[config.mk]
export PLATFORM = sky130hd
export DESIGN_NAME = nal_unit_fu_fragmenter_core
export DESIGN_NICKNAME = d
export VERILOG_FILES = /design/src/hdl/nuff_pkg.sv /design/src/hdl/nal_unit_fu_fragmenter_core.sv /design/src/hdl/nuff_front.sv /design/src/hdl/nuff_queue.sv /design/src/hdl/nuff_back.sv
export VERILOG_INCLUDE_DIRS = /design/src /design/src/hdl
export SDC_FILE = /design/constraint.sdc
export NUM_CORES = 1
export LEC_CHECK = 0
export BUFFER_PORTS_ARGS = -buffer_cell sky130_fd_sc_hd__buf_2
export CAP_MARGIN = 10
export CORE_MARGIN = 5
export CORE_UTILIZATION = 39
export CTS_CLUSTER_SIZE = 28
export DETAILED_ROUTE_END_ITERATION = 8
export PLACE_DENSITY = 0.58
export SKIP_LAST_GASP = 1
export SYNTH_ARGS = -nofsm -noshare
export SYNTH_HDL_FRONTEND = slang
export SYNTH_SLANG_ARGS = --single-unit
[constraint.sdc]
create_clock -name clk -period 4 [get_ports clk]
set_input_delay 0.4 -clock clk [delete_from_list [all_inputs] [get_ports clk]]
set_output_delay 0.4 -clock clk [all_outputs]
set_load 0.05 [all_outputs]
[src/hdl/nal_unit_fu_fragmenter_core_assert.svh]
// ----------------------------------------------------------------------------
// nal_unit_fu_fragmenter_core_assert
// Assertion macros for the FU fragmenter. Clock clk, reset arst_n.
// ----------------------------------------------------------------------------
`ifndef NAL_UNIT_FU_FRAGMENTER_CORE_ASSERT_SVH
`define NAL_UNIT_FU_FRAGMENTER_CORE_ASSERT_SVH

// Same-cycle implication, checked out of reset.
`define NUFF_ASSERT_IMPL(label, ante, cons) \
	label: assert property (@(posedge clk) disable iff (!arst_n) (ante) |-> (cons)) \
		else $error("fragmenter assertion failed");

// Next-cycle implication, checked out of reset.
`define NUFF_ASSERT_NEXT(label, ante, cons) \
	label: assert property (@(posedge clk) disable iff (!arst_n) (ante) |=> (cons)) \
		else $error("fragmenter assertion failed");

`endif

[src/hdl/nuff_pkg.sv]
// ----------------------------------------------------------------------------
// nuff_pkg
// Types and constants shared by the FU fragmenter front end, queue and back end.
// ----------------------------------------------------------------------------
package nuff_pkg;

	localparam int LENGTH_BITS_DEF = 16;
	localparam int QDEPTH          = 2;

	localparam int          FILL_W          = 12;
	localparam logic [11:0] MAXSIZE         = 12'd1200;
	localparam logic        REG_CODEC_MODE  = 1'b0;
	localparam logic        REG_MAX_PAYLOAD = 1'b1;

	localparam logic [7:0] FU_A_TYPE   = 8'd28;
	localparam logic [7:0] HEVC_FU_TYP = 8'd49;
	localparam logic [7:0] H264_TYPE_M = 8'h1f;
	localparam logic [7:0] HEVC_TYPE_M = 8'h7e;
	localparam logic [7:0] H264_KEEP_M = 8'he0;
	localparam logic [7:0] HEVC_KEEP_M = 8'h81;
	localparam logic [7:0] FU_S_BIT    = 8'h80;
	localparam logic [7:0] FU_E_BIT    = 8'h40;

	// One request handed from the front end to the back end.
	typedef struct packed {
		logic       has_hdr;   // fragment opens here: header bytes precede data
		logic       hevc;
		logic [7:0] hb0;
		logic [7:0] hb1;
		logic [7:0] hb2;
		logic [7:0] data;
		logic       frag_end;
	} job_t;

endpackage

[src/hdl/nal_unit_fu_fragmenter_core.sv]
// ----------------------------------------------------------------------------
// nal_unit_fu_fragmenter_core
// RTP FU fragmenter for H.264 (FU-A) and HEVC NAL units, one byte per request.
//
//   channel  direction  handshake               payload
//   in       sink       in_valid / in_stall     data_byte, nal_first, nal_length
//   out      source     out_valid / out_stall   out_byte, fragment_begin,
//                                               fragment_end, run_last
//   cfg      sink       cfg_we                  cfg_index, cfg_data
//
// A payload byte gives one output byte; a byte that opens a fragment gives
// three (H.264) or four (HEVC), one byte a cycle while out_stall is low.
// Input takes one byte per cycle until the two-entry request queue fills.
// Header and ignored bytes give no output. Others are queued, then registered.
// Reset clears control state; codec_mode resets to H.264, max_payload to 1200.
// in_stall rises only on a full queue; out_stall holds the output register.
// ----------------------------------------------------------------------------
`include "nal_unit_fu_fragmenter_core_assert.svh"

module nal_unit_fu_fragmenter_core
	import nuff_pkg::*;
#(
	parameter int LENGTH_BITS = LENGTH_BITS_DEF
) (
	input  logic        clk,
	input  logic        arst_n,
	input  logic        cfg_we,
	input  logic        cfg_index,
	input  logic [11:0] cfg_data,
	input  logic        in_valid,
	output logic        in_stall,
	input  logic [7:0]  data_byte,
	input  logic        nal_first,
	input  logic [15:0] nal_length,
	output logic        out_valid,
	input  logic        out_stall,
	output logic [7:0]  out_byte,
	output logic        fragment_begin,
	output logic        fragment_end,
	output logic        run_last
);

	logic        codec_mode_q;
	logic [11:0] max_payload_q;

	logic push;
	job_t push_job;
	logic pop;
	job_t head;
	logic q_full;
	logic q_empty;

	always_ff @(posedge clk or negedge arst_n) begin
		if (!arst_n) begin
			codec_mode_q  <= 1'b0;
			max_payload_q <= MAXSIZE;
		end else if (cfg_we) begin
			unique case (cfg_index)
				REG_CODEC_MODE:  codec_mode_q  <= cfg_data[0];
				REG_MAX_PAYLOAD: max_payload_q <= cfg_data;
				default:         ;
			endcase
		end
	end

	nuff_front #(
		.LENGTH_BITS(LENGTH_BITS)
	) u_front (
		.clk        (clk),
		.arst_n     (arst_n),
		.codec_mode (codec_mode_q),
		.max_payload(max_payload_q),
		.in_valid   (in_valid),
		.data_byte  (data_byte),
		.nal_first  (nal_first),
		.nal_length (nal_length),
		.q_full     (q_full),
		.push       (push),
		.push_job   (push_job)
	);

	nuff_queue u_queue (
		.clk     (clk),
		.arst_n  (arst_n),
		.push    (push),
		.push_job(push_job),
		.pop     (pop),
		.head    (head),
		.full    (q_full),
		.empty   (q_empty)
	);

	nuff_back u_back (
		.clk           (clk),
		.arst_n        (arst_n),
		.head          (head),
		.empty         (q_empty),
		.pop           (pop),
		.out_stall     (out_stall),
		.out_valid     (out_valid),
		.out_byte      (out_byte),
		.fragment_begin(fragment_begin),
		.fragment_end  (fragment_end),
		.run_last      (run_last)
	);

	assign in_stall = q_full;

	`NUFF_ASSERT_IMPL(a_begin_not_end, out_valid && fragment_begin, !fragment_end && !run_last)
	`NUFF_ASSERT_IMPL(a_end_is_last, out_valid && fragment_end, run_last)
	`NUFF_ASSERT_IMPL(a_push_has_room, push, !q_full)
	`NUFF_ASSERT_NEXT(a_pop_frees, pop && q_full, !in_stall)

endmodule

[src/hdl/nuff_front.sv]
// ----------------------------------------------------------------------------
// nuff_front
// Accepts NAL bytes, tracks header and fragment state, queues output requests.
// ----------------------------------------------------------------------------
module nuff_front
	import nuff_pkg::*;
#(
	parameter int LENGTH_BITS = LENGTH_BITS_DEF
) (
	input  logic        clk,
	input  logic        arst_n,
	input  logic        codec_mode,
	input  logic [11:0] max_payload,
	input  logic        in_valid,
	input  logic [7:0]  data_byte,
	input  logic        nal_first,
	input  logic [15:0] nal_length,
	input  logic        q_full,
	output logic        push,
	output job_t        push_job
);

	localparam int EXT_W = (LENGTH_BITS > 16) ? LENGTH_BITS : 16;
	localparam int CMP_W = (LENGTH_BITS > FILL_W) ? LENGTH_BITS : FILL_W;

	logic [7:0]             header_first_q;
	logic [7:0]             header_second_q;
	logic [1:0]             hdr_seen_q;
	logic [LENGTH_BITS-1:0] rem_q;
	logic [FILL_W-1:0]      fill_q;
	logic                   first_pend_q;

	logic                   accept;
	logic [1:0]             hlen;
	logic [11:0]            limit;
	logic [EXT_W-1:0]       len_ext;
	logic [LENGTH_BITS-1:0] len;
	logic [LENGTH_BITS-1:0] len_payload;
	logic [LENGTH_BITS-1:0] rem_next;
	logic [FILL_W-1:0]      fill_next;
	logic                   emit;
	logic                   frag_end;
	logic [7:0]             fu_hdr;

	assign accept = in_valid && !q_full;
	assign hlen   = codec_mode ? 2'd2 : 2'd1;
	assign limit  = (max_payload == 12'd0) ? 12'd1 : max_payload;

	assign len_ext     = EXT_W'(nal_length);
	assign len         = len_ext[LENGTH_BITS-1:0];
	assign len_payload = (len > LENGTH_BITS'(hlen)) ? (len - LENGTH_BITS'(hlen))
	                                                : '0;

	assign emit = !nal_first && (hdr_seen_q != 2'd0) && (hdr_seen_q >= hlen)
	              && (rem_q != '0);

	assign rem_next  = rem_q - LENGTH_BITS'(1);
	assign fill_next = fill_q + FILL_W'(1);
	assign frag_end  = (fill_next >= limit) || (rem_next == '0);

	always_comb begin
		fu_hdr = (first_pend_q ? FU_S_BIT : 8'h00)
		       | ((CMP_W'(rem_q) <= CMP_W'(limit)) ? FU_E_BIT : 8'h00);
		push_job.has_hdr  = (fill_q == '0);
		push_job.hevc     = codec_mode;
		push_job.data     = data_byte;
		push_job.frag_end = frag_end;
		if (codec_mode) begin
			push_job.hb0 = (header_first_q & HEVC_KEEP_M) | (HEVC_FU_TYP << 1);
			push_job.hb1 = header_second_q;
			push_job.hb2 = fu_hdr | ((header_first_q & HEVC_TYPE_M) >> 1);
		end else begin
			push_job.hb0 = (header_first_q & H264_KEEP_M) | FU_A_TYPE;
			push_job.hb1 = fu_hdr | (header_first_q & H264_TYPE_M);
			push_job.hb2 = 8'h00;
		end
	end

	assign push = accept && emit;

	always_ff @(posedge clk or negedge arst_n) begin
		if (!arst_n) begin
			header_first_q  <= 8'h00;
			header_second_q <= 8'h00;
			hdr_seen_q      <= 2'd0;
			rem_q           <= '0;
			fill_q          <= '0;
			first_pend_q    <= 1'b1;
		end else if (accept) begin
			priority if (nal_first) begin
				header_first_q  <= data_byte;
				header_second_q <= 8'h00;
				hdr_seen_q      <= 2'd1;
				rem_q           <= len_payload;
				fill_q          <= '0;
				first_pend_q    <= 1'b1;
			end else if (hdr_seen_q == 2'd0) begin
				// drop: no NAL open
			end else if (hdr_seen_q < hlen) begin
				header_second_q <= data_byte;
				hdr_seen_q      <= 2'd2;
			end else if (emit) begin
				first_pend_q <= 1'b0;
				rem_q        <= rem_next;
				fill_q       <= frag_end ? '0 : fill_next;
			end
		end
	end

endmodule

[src/hdl/nuff_queue.sv]
// ----------------------------------------------------------------------------
// nuff_queue
// Short request queue between the front end and the back end.
// ----------------------------------------------------------------------------
module nuff_queue
	import nuff_pkg::*;
(
	input  logic clk,
	input  logic arst_n,
	input  logic push,
	input  job_t push_job,
	input  logic pop,
	output job_t head,
	output logic full,
	output logic empty
);

	localparam int PTR_W = (QDEPTH > 1) ? $clog2(QDEPTH) : 1;
	localparam int CNT_W = $clog2(QDEPTH + 1);

	job_t             mem_q [QDEPTH];
	logic [PTR_W-1:0] wr_ptr_q;
	logic [PTR_W-1:0] rd_ptr_q;
	logic [CNT_W-1:0] count_q;
	logic             do_push;
	logic             do_pop;

	assign full    = (count_q == CNT_W'(QDEPTH));
	assign empty   = (count_q == '0);
	assign do_push = push && !full;
	assign do_pop  = pop && !empty;
	assign head    = mem_q[rd_ptr_q];

	always_ff @(posedge clk) begin
		if (do_push) begin
			mem_q[wr_ptr_q] <= push_job;
		end
	end

	always_ff @(posedge clk or negedge arst_n) begin
		if (!arst_n) begin
			wr_ptr_q <= '0;
			rd_ptr_q <= '0;
			count_q  <= '0;
		end else begin
			if (do_push) begin
				wr_ptr_q <= (wr_ptr_q == PTR_W'(QDEPTH - 1)) ? '0 : wr_ptr_q + PTR_W'(1);
			end
			if (do_pop) begin
				rd_ptr_q <= (rd_ptr_q == PTR_W'(QDEPTH - 1)) ? '0 : rd_ptr_q + PTR_W'(1);
			end
			count_q <= count_q + CNT_W'(do_push) - CNT_W'(do_pop);
		end
	end

endmodule

[src/hdl/nuff_back.sv]
// ----------------------------------------------------------------------------
// nuff_back
// Emits each payload byte, led by indicator and FU header at fragment start.
// ----------------------------------------------------------------------------
module nuff_back
	import nuff_pkg::*;
(
	input  logic       clk,
	input  logic       arst_n,
	input  job_t       head,
	input  logic       empty,
	output logic       pop,
	input  logic       out_stall,
	output logic       out_valid,
	output logic [7:0] out_byte,
	output logic       fragment_begin,
	output logic       fragment_end,
	output logic       run_last
);

	logic [1:0] idx_q;
	logic       out_valid_q;
	logic [7:0] byte_q;
	logic       begin_q;
	logic       end_q;
	logic       last_q;

	logic       load;
	logic [1:0] last_idx;
	logic       is_last;
	logic [7:0] sel_byte;

	assign load     = !out_valid_q || !out_stall;
	assign last_idx = head.has_hdr ? (head.hevc ? 2'd3 : 2'd2) : 2'd0;
	assign is_last  = (idx_q == last_idx);
	assign pop      = load && !empty && is_last;

	always_comb begin
		if (!head.has_hdr) begin
			sel_byte = head.data;
		end else begin
			unique case (idx_q)
				2'd0:    sel_byte = head.hb0;
				2'd1:    sel_byte = head.hb1;
				2'd2:    sel_byte = head.hevc ? head.hb2 : head.data;
				default: sel_byte = head.data;
			endcase
		end
	end

	always_ff @(posedge clk or negedge arst_n) begin
		if (!arst_n) begin
			idx_q       <= 2'd0;
			out_valid_q <= 1'b0;
		end else if (load) begin
			out_valid_q <= !empty;
			if (!empty) begin
				idx_q <= is_last ? 2'd0 : idx_q + 2'd1;
			end
		end
	end

	// payload: hold while stalled
	always_ff @(posedge clk) begin
		if (load && !empty) begin
			byte_q  <= sel_byte;
			begin_q <= head.has_hdr && (idx_q == 2'd0);
			end_q   <= is_last && head.frag_end;
			last_q  <= is_last;
		end
	end

	assign out_valid      = out_valid_q;
	assign out_byte       = byte_q;
	assign fragment_begin = begin_q;
	assign fragment_end   = end_q;
	assign run_last       = last_q;

endmodule
==> run summary, run 1 <==
Max Buffers Root-to-Sink = 2
RSZ-0062 raised after global routing = false
number of buffers created by CTS = 17
CTS H-tree depth = 4
largest area contributor in the netlist = edfxtp_1
Die Wd = 146 microns
TNS Setup = 0 ps
synthesized flop and latch total = 142
Overflow after GRT = 0
crit-path cells = ha_1, inv_1, nor2_1, and4_1, nand3_1, xnor2_1, ha_1, and4_1, o21ai_0, nor4_1, a211o_1, nor3_2, a22o_1
Synth cell types = 55
gpl congestion = 0.821
number of synthesized flops with an enable pin = 75
Num Clock Sinks = 142
fin. max-slew vios = 0
DR iter-0 viols = 251
Synth Instances = 612
final setup vio count = 0
CTS tree = built
ANT cells = 0
Hold Fails Final Rpt = 0
most frequent cells after synthesis = edfxtp_1 (75), dfrtp_1 (62), ha_1 (38), o21ai_0 (37), mux2_2 (35)
worst min path class = in -> async
leakage = 0.00345 uW
share of cells above drive strength 1 = 0.215
Yosys warnings = 0
cts hold-fix bufs = 0
CP max-delay cell = nor3_2
syn nets = 694
HPWL Detailed = 11.8 mm
vias in the first global route = 5278
CP Class = reg -> reg
pin count of the biggest net entering global routing = 43
fin crit period = 3350 ps
Worst setup SP type = flip-flop
dpl ws = 649 ps
die height = 146 microns
Worst-Margin Slew = 1000 ps
main flop type after synthesis = edfxtp_1
post-DR wirelength/cell = 18.0 microns
cell area after synthesis = 7250 sq um
Worst-path clk slew = 60 ps
Antenna Nets Post-Route = 0
setup ws final = 647 ps
Core Area = 18100 sq um
nets = 758
WHS = 157 ps
Synth top area share = 0.311
Post-route DRC = 0
Area Growth Syn to Fin = 15.5%
top cells by area, synth = edfxtp_1 (31%), dfrtp_1 (21%), ha_1 (6.6%)
Clock Root Buffer = clkbuf_16
Synth Area per Inst = 11.8 sq um
Post-CTS Setup Bufs = 0
PortBufs = 55
maxcap violations = 0
VDD IR-drop max = 342 uV
crit path max fanout = 8
CP Capture Type = flip-flop
Initial Utilization = 0.400
vias per std cell = 5.50
CP required = 4350 ps
Pwr Density = 680 nW/um^2
worst path arrival time = 3710 ps
maximum clock frequency = 298 MHz
status = complete, no violations
first-pass GRT wire length = 27.3 mm
worst clock skew = 9.12 ps
Tot Pwr = 5690 uW
clock latency at the later pin of the worst-skew pair = 420 ps
CTS resizes = 0
register area share after synthesis = 0.543
slowest stage delay, CP = 500 ps
die area = 21400 sq um
Post-synth ARST share = 0.472
Worst slew margin = 0.324
final worst path period share = 0.838
Std-Cell Rows = 49
routed vias = 5048
antenna violations before repair = 0
cell with the most instances after synthesis = edfxtp_1
num ports = 56
drt first pass iters = 5
GRT Resource Usage Total = 0.159
total wire length = 16.5 mm
==> logic make-up after synthesis <==
family,share of synthesized area
AO/OA/AOI/OAI,0.141
XOR/XNOR,0.0362
adder cells (fa/ha/maj),0.0683
buffers and inverters,0.0312
flip-flops,0.543
multiplexers,0.0668
AND/OR/NAND/NOR,0.114
==> where the power goes <==
| group | switching, uW | internal (uW) | total, uW | leakage, uW |
|---|---|---|---|---|
| Combinational | 1170 | 726 | 1890 | 0.00165 |
| Clock | 614 | 917 | 1530 | 0.000276 |
| Sequential | 281 | 1990 | 2270 | 0.00152 |
| Total | 2060 | 3630 | 5690 | 0.00345 |
==> flip-flops by register name (all words and copies together), names as in the netlist, 8 cells and up <==
register,count
u_front.header_first_q,8
u_back.out_byte,8
u_front.rem_q,16
max_payload_q,12
u_queue.mem_q,64
u_front.fill_q,12
u_front.header_second_q,8
==> per-stage QoR <==
stage                     cells  utilization  instance area, sq um
after floorplan             612            -                  7250
after global placement      886        0.430                  7800
after detailed placement    886        0.430                  7800
after CTS                   918        0.461                  8370
after global routing        918        0.461                  8370
final                       918        0.461                  8370
==> cells in the final DEF (no fill, tap or decap), drive strengths merged, types with 11 or more instances in the layout <==
cell     n
and2    12
nand2   33
nor2    33
nor4    14
xnor2   25
ha      38
mux2    35
dfrtp   62
a21o    11
nand3   12
o21ai   38
a21oi   21
inv     37
edfxtp  75
clkbuf  18
buf     66
nor3    16
a22o    23
==> critical path, delay by kind of cell, from the launching register on <==
kind | cells | cell delay, ps
AND/OR/NAND/NOR | 6 | 1310
AO/OA/AOI/OAI | 3 | 700
XOR/XNOR | 1 | 220
adder cells (fa/ha/maj) | 2 | 540
flip-flops | 1 | 440
buffers and inverters | 1 | 80
==> path summary, 6_finish.rpt <==
path | slack [ps] | endpoint | start | cells after the start
hold reg to reg | 470 | u_queue.mem_q[0][32]$_DFFE_PP_ | u_front.header_first_q[7]$_DFFE_PN0P_ | 0
min in group clk | 210 | u_back.out_valid$_DFFE_PN0N_ | out_stall | 3
max in group asynchronous | 2860 | u_front.first_pend_q$_DFFE_PN1P_ | arst_n | 2
setup / recovery | 650 | u_front.fill_q[2]$_DFFE_PN0P_ | u_front.fill_q[0]$_DFFE_PN0P_ | 13
setup reg to reg | 650 | u_front.fill_q[2]$_DFFE_PN0P_ | u_front.fill_q[0]$_DFFE_PN0P_ | 13
hold / removal | 160 | max_payload_q[6]$_DFFE_PN0P_ | arst_n | 1
==> cell type report <==
cell class	instances	area, sq um
well taps	229	287
repair buffers	66	358
flip-flops and latches	142	3940
multi-input cells	414	3090
clock buffers	18	429
fillers	1678	9770
clock inverters	14	141
inverters	35	131
==> per-layer routing <==
layer	wire length (microns)	vias to the layer above	share of wire	GRT usage
li1	-	2433	-	-
met1	7240	2487	0.44	0.196
met2	8520	118	0.52	0.284
met3	636	10	0.038	0.0384
met4	143	0	0.0086	0.0367
met5	0	-	0	0
Power figures use the tool's default switching activity.
==> inputs of run 2 (changes only) <==
Settings changed: PLACE_DENSITY 0.58 to 0.6.
Clock period 4 ns to 2.7 ns, I/O delays scaled along.
==> run 2 against run 1 <==
The run now ends with setup timing left. Sequential power is 48% higher. Global-route usage is 0.77 points higher. Worst setup slack worse by 660 ps. Register-to-register slack worse by 660 ps. Utilization is 2.9 points higher. Cell area is 6.3% higher. Clock power is 49% higher. Critical endpoint unchanged. Largest cell class unchanged.
==> run summary, run 2 (synthesis results as in run 1) <==
num ports = 56 (unchanged)
most common cell after layout, fill and taps aside = edfxtp_1 (unchanged)
Top reg by flops = u_queue.mem_q (unchanged)
dpl ws = -186 ps (was 649 ps)
Worst-Margin Slew = 993 ps (was 1000 ps)
worst clock skew = 11.4 ps (was 9.12 ps)
share of cells above drive strength 1 = 0.293 (was 0.215)
Die Wd = 146 microns (unchanged)
switching pwr = 3210 uW (was 2060 uW)
leading cell types in the layout, fill and taps excluded = edfxtp_1 (75), dfrtp_1 (60), buf_2 (55) (was edfxtp_1 (75), dfrtp_1 (62), buf_2 (55))
vias in the first global route = 5555 (was 5278)
Antenna Nets Post-Route = 0 (unchanged)
die height = 146 microns (unchanged)
first-pass GRT wire length = 28.6 mm (was 27.3 mm)
clock latency at the later pin of the worst-skew pair = 420 ps (about the same)
CP Capture Type = flip-flop (unchanged)
maxcap violations = 0 (unchanged)
clock power share = 0.263 (was 0.269)
TNS Setup = -14.9 ps (was 0 ps)
Worst-path clk slew = 60 ps (about the same)
WHS = 55.6 ps (was 157 ps)
routed vias = 5307 (was 5048)
Finished Core Util = 0.490 (was 0.461)
fin. max-slew vios = 0 (unchanged)
failing checks = setup timing
Std-Cell Rows = 49 (unchanged)
Overflow after GRT = 0 (unchanged)
most used cell, CP = and4_4
final worst path period share = 1.01 (was 0.838)
power share of the sequential group = 0.386 (was 0.398)
Initial Utilization = 0.400 (unchanged)
pin count of the biggest net entering global routing = 43 (unchanged)
CTS H-tree depth = 4 (unchanged)
leakage = 0.00369 uW (was 0.00345 uW)
gpl congestion = 0.876 (was 0.821)
number of buffers created by CTS = 17 (unchanged)
nets = 797 (was 758)
worst min path class = in -> reg (was in -> async)
Net Sw Frac = 0.370 (was 0.362)
vias per std cell = 5.55 (was 5.50)
maximum clock frequency = 368 MHz (was 298 MHz)
Tot Pwr = 8670 uW (was 5690 uW)
RSZ-0062 raised after global routing = true (was false)
Worst slew margin = 0.336 (was 0.324)
Worst setup SP type = flip-flop (unchanged)
CP max-delay cell = dfrtp_1 (was nor3_2)
die area = 21400 sq um (unchanged)
CP required = 3010 ps (was 4350 ps)
ANT cells = 0 (unchanged)
Area Growth Syn to Fin = 22.7% (was 15.5%)
CP Class = reg -> reg (unchanged)
worst path arrival time = 3020 ps (was 3710 ps)
slowest stage delay, CP = 400 ps (was 500 ps)
Max Buffers Root-to-Sink = 2 (unchanged)
Pwr Density = 975 nW/um^2 (was 680 nW/um^2)
setup ws final = -14.6 ps (was 647 ps)
Core Area = 18100 sq um (unchanged)
Post-route DRC = 0 (unchanged)
PortBufs = 55 (unchanged)
final setup vio count = 2 (was 0)
Hold Fails Final Rpt = 0 (unchanged)
antenna violations before repair = 0 (unchanged)
CTS tree = built (unchanged)
drt first pass iters = 6 (was 5)
Internal Power = 5470 uW (was 3630 uW)
crit path max fanout = 8 (unchanged)
GRT Resource Usage Total = 0.167 (was 0.159)
crit-path cells = ha_4, inv_2, nor2_4, and4_4, nand3_4, xnor2_2, ha_1, and4_4, o21ai_2, nor4_2, a211o_2, nor3_4, buf_6, a22o_1 (was ha_1, inv_1, nor2_1, and4_1, nand3_1, xnor2_1, ha_1, and4_1, o21ai_0, nor4_1, a211o_1, nor3_2, a22o_1)
VDD IR-drop max = 507 uV (was 342 uV)
Num Clock Sinks = 142 (unchanged)
Comb pwr share = 0.350 (was 0.332)
Clock Root Buffer = clkbuf_16 (unchanged)
post-DR wirelength/cell = 18.4 microns (was 18.0 microns)
max FFs per register = 64 (unchanged)
total wire length = 17.6 mm (was 16.5 mm)
status = complete, but fails checks (was complete, no violations)
HPWL Detailed = 12.4 mm (was 11.8 mm)
top flop regs = u_queue.mem_q: 64 flops, u_front.rem_q: 16 flops (unchanged)
DR iter-0 viols = 341 (was 251)
fin crit period = 2710 ps (was 3350 ps)
run 2: cell count changes in the layout (fill, tap and decap cells not counted), moves of 4 or more:
| cell | before | now |
|---|---|---|
| xnor2_1 | 25 | 21 |
| buf_12 | 0 | 4 |
| buf_4 | 11 | 44 |
| inv_8 | 0 | 4 |
| xnor2_2 | 0 | 4 |
run 2: timing repair:
action	in CTS	in global routing
gates resized for setup	13	18
setup endpoints to repair	14	18
pin swaps	7	6
hold endpoints to repair	22	0
buffers inserted	7	0
hold buffers	1	0
run 2: metrics by stage:
| stage | area (sq um) | cells |
|---|---|---|
| finish | 8900 | 957 |
| global route | 8900 | 957 |
| CTS | 8810 | 957 |
| detailed placement | 8120 | 917 |
| global placement | 8120 | 917 |
| floorplan | 7290 | 612 |
run 2: final timing paths:
path | startpoint | endpoint | slack, ps | depth (start not counted)
worst max-delay path | u_front.fill_q[1]$_DFFE_PN0P_ | u_front.fill_q[2]$_DFFE_PN0P_ | -10 | 14
worst min-delay path | out_stall | u_back.out_valid$_DFFE_PN0N_ | 60 | 3
worst max register to register | u_front.fill_q[1]$_DFFE_PN0P_ | u_front.fill_q[2]$_DFFE_PN0P_ | -10 | 14
worst min register to register | u_front.header_first_q[7]$_DFFE_PN0P_ | u_queue.mem_q[0][32]$_DFFE_PP_ | 480 | 0
max in group asynchronous | arst_n | u_front.first_pend_q$_DFFE_PN1P_ | 1580 | 3
min in group asynchronous | arst_n | max_payload_q[0]$_DFFE_PN0P_ | 390 | 2
run 2: layout make-up:
class | instances | area (sq um)
multi-input combinational | 414 | 3260
sequential | 142 | 3940
timing repair buffer | 105 | 707
fill | 1618 | 9250
clock buffer | 18 | 429
inverter | 35 | 131
tap | 229 | 287
clock inverter | 14 | 148
run 2: critical path: cells and delay by family (launching register included):
kind	cells	cell delay, ps
adder cells (fa/ha/maj)	2	460
AO/OA/AOI/OAI	3	550
XOR/XNOR	1	160
flip-flops	1	400
buffers and inverters	2	200
AND/OR/NAND/NOR	6	820
run 2: power groups by stage:
stage	logic, uW	registers, uW	clock network [uW]
after floorplan	1800	3580	0
after global placement	2910	3350	0
after detailed placement	3000	3380	0
after CTS	3030	3340	2340
after global routing	3340	3410	2430
final	3040	3350	2280
run 2: metal layers:
| metal | part of all wire | vias up | global-route usage |
|---|---|---|---|
| met4 | 0.018 | 0 | 0.0579 |
| li1 | - | 2523 | - |
| met2 | 0.50 | 139 | 0.292 |
| met1 | 0.43 | 2619 | 0.207 |
| met5 | 0 | - | 0 |
| met3 | 0.049 | 26 | 0.0335 |
